<file path="src/sv/mcs_pkg.sv">
package mcs_pkg;

	localparam int CHORD_NOTES_DEF = 8;
	localparam int NOTE_TYPES = 14;
	localparam int QT_W = 16;
	localparam int CNT_W = 21;

	localparam logic [15:0] QUARTER_RST = 16'd500;
	localparam logic [7:0] STATUS_ON = 8'h90;
	localparam logic [7:0] STATUS_OFF = 8'h80;
	localparam logic [7:0] OFF_VELOCITY = 8'd64;
	localparam logic [7:0] LEVEL_MAX = 8'd127;
	localparam logic [7:0] SUS_RST = 8'd100;
	localparam logic [7:0] PAU_RST = 8'd20;
	localparam logic [7:0] LVL_RST = 8'd70;

	typedef enum logic [2:0] {
		ACT_TICK = 3'd0, ACT_ADD = 3'd1, ACT_SET = 3'd2, ACT_DELTA = 3'd3,
		ACT_MODE = 3'd4, ACT_STOP = 3'd5, ACT_RESUME = 3'd6, ACT_TYPE = 3'd7
	} action_t;

	typedef enum logic [0:0] {
		REG_QUARTER = 1'b0, REG_CHANNEL = 1'b1
	} reg_idx_t;

	typedef enum logic [1:0] {
		MODE_IDLE = 2'd0, MODE_SEQ = 2'd1, MODE_DELTA = 2'd2, MODE_OTHER = 2'd3
	} op_mode_t;

	typedef enum logic [3:0] {
		SQ_INIT, SQ_IDLE, SQ_ON, SQ_SUS, SQ_OFF, SQ_PAUSE, SQ_WAIT, SQ_REL, SQ_NEW
	} seq_t;

	typedef enum logic [3:0] {
		CT_IDLE, CT_DISPATCH, CT_ON_HDR, CT_ON_VAL, CT_ON_MUL1, CT_ON_MUL2,
		CT_ON_MUL3, CT_ON_LVL, CT_SUS, CT_OFF_HDR, CT_OFF_VAL, CT_OFF_VEL,
		CT_EMIT, CT_ADD
	} ctl_t;

	// type length from quarter length (shifts and adds only)
	function automatic logic [CNT_W-1:0] type_length(input logic [3:0] t,
		input logic [QT_W-1:0] q);
		logic [CNT_W-1:0] qq;
		begin
			qq = CNT_W'(q);
			case (t)
				4'd0: type_length = qq << 3;
				4'd1: type_length = qq << 2;
				4'd2: type_length = (qq << 1) + qq;
				4'd3: type_length = qq << 1;
				4'd4: type_length = qq + (qq >> 1);
				4'd5: type_length = qq;
				4'd6: type_length = qq >> 1;
				4'd7: type_length = (qq >> 1) + (qq >> 2);
				4'd8: type_length = qq >> 2;
				4'd9: type_length = (qq >> 2) + (qq >> 3);
				4'd10: type_length = qq >> 3;
				4'd11: type_length = (qq >> 3) + (qq >> 4);
				4'd12: type_length = qq >> 4;
				4'd13: type_length = (qq >> 4) + (qq >> 5);
				default: type_length = '0;
			endcase
		end
	endfunction

endpackage

</file>
<file path="src/sv/mcs_divmul.sv">
// Shared multiply-by-constant-reciprocal unit: q = (a*b)/100, computed in a pipeline.
module mcs_divmul import mcs_pkg::*; (
	input  logic             clk,
	input  logic             arst_n,
	input  logic             start,
	input  logic [CNT_W-1:0] a,
	input  logic [7:0]       b,
	output logic             done,
	output logic [CNT_W-1:0] q
);
	logic [28:0] prod_s1;
	logic [57:0] rec_s2;
	logic [28:0] prod_s2;
	logic [28:0] est;
	logic [28:0] rem;
	logic [2:0]  vld_q;

	// divide by 100: multiply by ceil(2^35/100); exact for values below 2^29 after fixup
	always_ff @(posedge clk or negedge arst_n) begin
		if (!arst_n) begin
			vld_q <= '0;
		end else begin
			vld_q <= {vld_q[1:0], start};
		end
	end

	always_ff @(posedge clk) begin
		prod_s1 <= 29'(a) * 29'(b);
		rec_s2  <= 58'(prod_s1) * 58'd343597384;
		prod_s2 <= prod_s1;
	end

	always_comb begin
		est = 29'(rec_s2 >> 35);
		rem = prod_s2 - 29'(est * 29'd100);
	end

	// register the quotient so it lines up with done
	always_ff @(posedge clk) begin
		if (rem >= 29'd100) q <= CNT_W'(est + 29'd1);
		else q <= CNT_W'(est);
	end
	assign done = vld_q[2];
endmodule

</file>
<file path="config.mk">
export PLATFORM = sky130hd
export DESIGN_NAME = mcs_divmul
export DESIGN_NICKNAME = d
export VERILOG_FILES = /design/src/sv/mcs_pkg.sv /design/src/sv/mcs_divmul.sv
export SDC_FILE = /design/constraint.sdc
export NUM_CORES = 1
export LEC_CHECK = 0
export BUFFER_PORTS_ARGS = -buffer_cell sky130_fd_sc_hd__buf_2
export CAP_MARGIN = 20
export CORE_MARGIN = 3
export CORE_UTILIZATION = 49
export CTS_BUF_LIST = sky130_fd_sc_hd__clkbuf_8 sky130_fd_sc_hd__clkbuf_16
export DETAILED_ROUTE_END_ITERATION = 8
export SYNTH_ARGS = -nofsm -noshare
export SYNTH_HDL_FRONTEND = slang
export SYNTH_SLANG_ARGS = --single-unit
</file>
<file path="constraint.sdc">
create_clock -name clk -period 8.74 [get_ports clk]
set_clock_uncertainty 0.1 [all_clocks]
set_input_delay 1.748 -clock clk [delete_from_list [all_inputs] [get_ports clk]]
set_output_delay 1.748 -clock clk [all_outputs]
set_load 0.1 [all_outputs]
</file>
======== Word level (Yosys, flattened, before mapping) ========
Index checks and enable logic that the tools add are counted.
storage, ports and cells
  register bits after elaboration ......... 137
  bits in latches ......................... 0
  memory bits (writable) .................. 0
  memory bits (read-only) ................. 0
  output and inout port bits .............. 22
  word-level logic and storage cells ...... 12
  memories kept ........................... 0
operators by class
  add/subtract/negate cells ............... 2
  multipliers ............................. 3
  divide/modulo/power cells ............... 0
  order comparisons ....................... 1
  equal/unequal tests ..................... 0
  shift-type cells ........................ 0
  mux-type cells .......................... 1
  bitwise logic cells ..................... 0
  reduce and logical (&&, ||, !) cells .... 0
operators by type and width
  cell                      count
  $mul A29 B26 Y55 const B  1
  $ge A29 B7 Y1 const B     1
  $mul A21 B8 Y29           1
  $sub A29 B29 Y29          1
  $mul A23 B5 Y27 const B   1
  $add A21 B1 Y21 const B   1
  $mux W21                  1

======== Depth between registers and ports, before layout ========
  word-level depth ........................ 4
  depth in mapped cells ................... 30
  gate-level depth less buffers ........... 28

======== Worst setup path before layout ========
Ideal clock, no wire load.
  kind .................................... register to register
  from .................................... reg prod_s1[14]
  to ...................................... reg rec_s2[56]
  setup time .............................. 72 ps
  arrival time ............................ 6613 ps
  required time ........................... 8568 ps
  setup slack ............................. 1955 ps
  stages on the path, launching flop included .. 24
  path buffers ............................ 0
  period minus slack after synthesis ...... 6785 ps
  cells stage by stage .................... dfxtp_1 ha_1 fa_1 fa_1 inv_1 fa_1 inv_1 fa_1 fa_1 inv_1 fa_1 inv_1 ha_1 a21oi_1 or3b_2 a21oi_1 a21oi_1 o31ai_1 o41ai_2 a31oi_1 o21ai_1 a211o_1 a21oi_1 xnor2_1
between the ends
  word-level cells in the longest chain between the ends .. 1
ends and longest elaborated chain
  what                    RTL line          source
  start, declared         mcs_divmul.sv:11  logic [28:0] prod_s1;
  start signal, assigned  mcs_divmul.sv:28  prod_s1 <= 29'(a) * 29'(b);
  $mul A29 B26 Y55        mcs_divmul.sv:29  rec_s2 <= 58'(prod_s1) * 58'd343597384;
  end signal, assigned    mcs_divmul.sv:29
  end, declared           mcs_divmul.sv:12  logic [57:0] rec_s2;
No other way between the ends.

======== Worst setup path in the final report ========
  from .................................... reg prod_s1[8]
  to ...................................... reg rec_s2[57]
The elaborated chain is that of the path after synthesis.

==> impl_metrics.tcl <==
set metrics [dict create \
    layout_min_cycle_time_ns 7.74 \
    clk_path_buf_depth 2 \
    crit_type "flip-flop to flip-flop" \
    r2r_start "prod_s1[8]$_DFF_P_" \
    hold_class "flip-flop to flip-flop" \
    outcome "completed" \
    grt_overflow 0 \
    cts_buffers 9 \
    period_share_pct 88.6 \
    clk_pin_slew_ns 0.09 \
    clock.fmax_mhz 129 \
    syn_to_final_growth_pct 5.34 \
    setup-violations-final 0 \
    clk_latency_ns 0.39 \
    whs_ns 0.256 \
    initial_core_util_pct 50.0 \
    final_cell_area_sq_um 24100 \
    drt_wl_total_um 57400 \
    rows 78 \
    finalHoldViolations 0 \
    async_reset_ff_share_pct 2.91 \
    hpwl_um 51000 \
    ctsResizeCount 0 \
    dpl_cell_area_sq_um 23800 \
    worstPathArrival_ns 7.91 \
    synth_top_area_share_pct 35.3 \
    wl_per_cell_um 19.4 \
    multi_input_area_sq_um 18700 \
    rsz0062_at_grt "false" \
    path_max_fanout 10 \
    synth_edf_count 0 \
    fin_nets 3253 \
    dpl.cell_count 2943 \
    io_pins 54 \
    synth_area_sq_um 22900 \
    initialDrtViolationCount 703 \
    gp_congestion 0.935 \
    htreeDepth 3 \
    grt_start_max_net_pins 23 \
    slew-limit-headroom_pct 49.2 \
    grt_pass1_wl_um 93000 \
    yosys_most_used_dff "dfxtp_1" \
    register_area_sq_um 2080 \
    fin_cells 2959 \
    numPortBuffers 53 \
    track_usage_pct 24.0 \
    yosysMostFrequentCell "inv_1" \
    cts_setup_buffers 0 \
    synthTopCellsByArea "fa_1 35%, ha_1 25%, dfxtp_1 8.7%, inv_1 8.7%, xnor2_1 2.5%" \
    die_w_um 222 \
    tightest_slew_ns 0.761 \
    grt_pass1_vias 17364 \
    cts_tree "yes" \
    cts.sinks 103 \
    r2r_slack_ns 1.0 \
    crit_path_start "prod_s1[8]$_DFF_P_" \
    endpoint_kind "flip-flop" \
    coreArea_sq_um 45800 \
    antenna_cells 0 \
    die-area_sq_um 49400 \
    drv_cap 0 \
    drive_above_1_share_pct 4.58 \
    synth_common_cells "529 x inv_1, 463 x ha_1, 404 x fa_1" \
    dr.pass1.iters 5 \
    dieHeight_um 222 \
    clockRootBuffer "clkbuf_16" \
    vias 15699 \
    cp-endpoint "rec_s2[57]$_DFF_P_" \
    antenna_found_initial 0 \
    ys_types 78 \
    fillCellCount 4211 \
    cts_hold_buf 0 \
    ant_nets 0 \
    synth.avg_cell_area_sq_um 9.92 \
    crit_required_ns 8.91 \
    fin_setup_tns_ns 0 \
    r2r_end "rec_s2[57]$_DFF_P_" \
    drcViolationCount 0 \
    synth_seq_area_share_pct 9.07 \
    worstRegToRegCells 24 \
    ys_warn_count 0 \
    synth_seq_cells 103 \
    synth_top_area_cell "fa_1" \
    synth_cells 2308 \
    drv_slew 0 \
    viasPerCell 5.31 \
    critPathLaunchType "flip-flop" \
    syn_nets 3207 \
]
-- critical path: stages, from the launching register on --
cell and delay (ns):
dfxtp_1 0.79, ha_1 0.44, fa_1 0.49, fa_1 0.52
inv_1 0.06, fa_1 0.50, fa_1 0.50, inv_1 0.05
fa_1 0.48, inv_1 0.05, fa_1 0.47, inv_1 0.04
ha_1 0.32, and4_1 0.24, o2111ai_1 0.17, or4_1 0.43
a31oi_1 0.22, o31ai_1 0.11, buf_4 0.17, o41ai_2 0.39
a31oi_1 0.24, o21ai_1 0.33, a21oi_1 0.12, a211o_1 0.28
xnor2_1 0.12
-- cell usage in the layout, fill, tap and decap left out, drive strengths merged, types with 48 or more instances in the layout --
| master | n |
|---|---|
| a21oi | 73 |
| and2 | 86 |
| buf | 61 |
| dfxtp | 100 |
| fa | 404 |
| ha | 463 |
| inv | 532 |
| nand2 | 136 |
| nor2 | 48 |
| o21ai | 53 |
| xnor2 | 65 |
-- cells by family (layout without fill, tap and decap cells) --
family,count (synthesis),after routing,synth area share [%]
flip-flops,103,103,9.07
XOR/XNOR,94,94,3.60
adder cells (fa/ha/maj),867,867,60.6
AO/OA/AOI/OAI,273,273,7.90
buffers and inverters,555,606,9.35
AND/OR/NAND/NOR,412,412,9.27
multiplexers,4,4,0.180
-- cell type report --
type / count / area share, %
inverters: 529 / 8.23
clock buffers: 11 / 1.09
multi-input cells: 1650 / 77.4
flip-flops and latches: 103 / 8.61
well taps: 600 / 3.11
repair buffers: 61 / 1.35
clock inverters: 5 / 0.156
-- state kept, by name, indices dropped and copies added (netlist names) --
name / cells
prod_s1: 29
prod_s2: 27
rec_s2: 23
q: 21
vld_q: 3
-- how the worst min path moves through the flow --
stage,from,endpoint,slack [ns],cells past startpoint
floorplan,vld_q[0]$_DFF_PN0_,vld_q[1]$_DFF_PN0_,0.23,0
CTS,vld_q[1]$_DFF_PN0_,vld_q[2]$_DFF_PN0_,0.26,0
global placement,vld_q[1]$_DFF_PN0_,vld_q[2]$_DFF_PN0_,0.24,0
global route,vld_q[0]$_DFF_PN0_,vld_q[1]$_DFF_PN0_,0.27,0
detailed placement,vld_q[1]$_DFF_PN0_,vld_q[2]$_DFF_PN0_,0.24,0
finish,vld_q[1]$_DFF_PN0_,vld_q[2]$_DFF_PN0_,0.26,0
-- per-layer routing --
metal  GRT usage, %  up-vias  routed length (um)
met5              0        -                   0
met4           7.39        0                1660
met3           1.71       85                1500
met2           42.4      279               28500
met1           31.6     7824               25700
li1               -     7511                   -
-- through the flow --
stage | util, % | setup WS (ns)
after floorplan | - | 1.95
after global placement | 52.0 | 1.14
after detailed placement | 52.0 | 1.03
after CTS | 52.7 | 1.01
after global routing | 52.7 | 0.539
final | 52.7 | 0.997
Power is not shown: default switching activity piles up to over one toggle a cycle in this logic, so the estimate is an artifact.
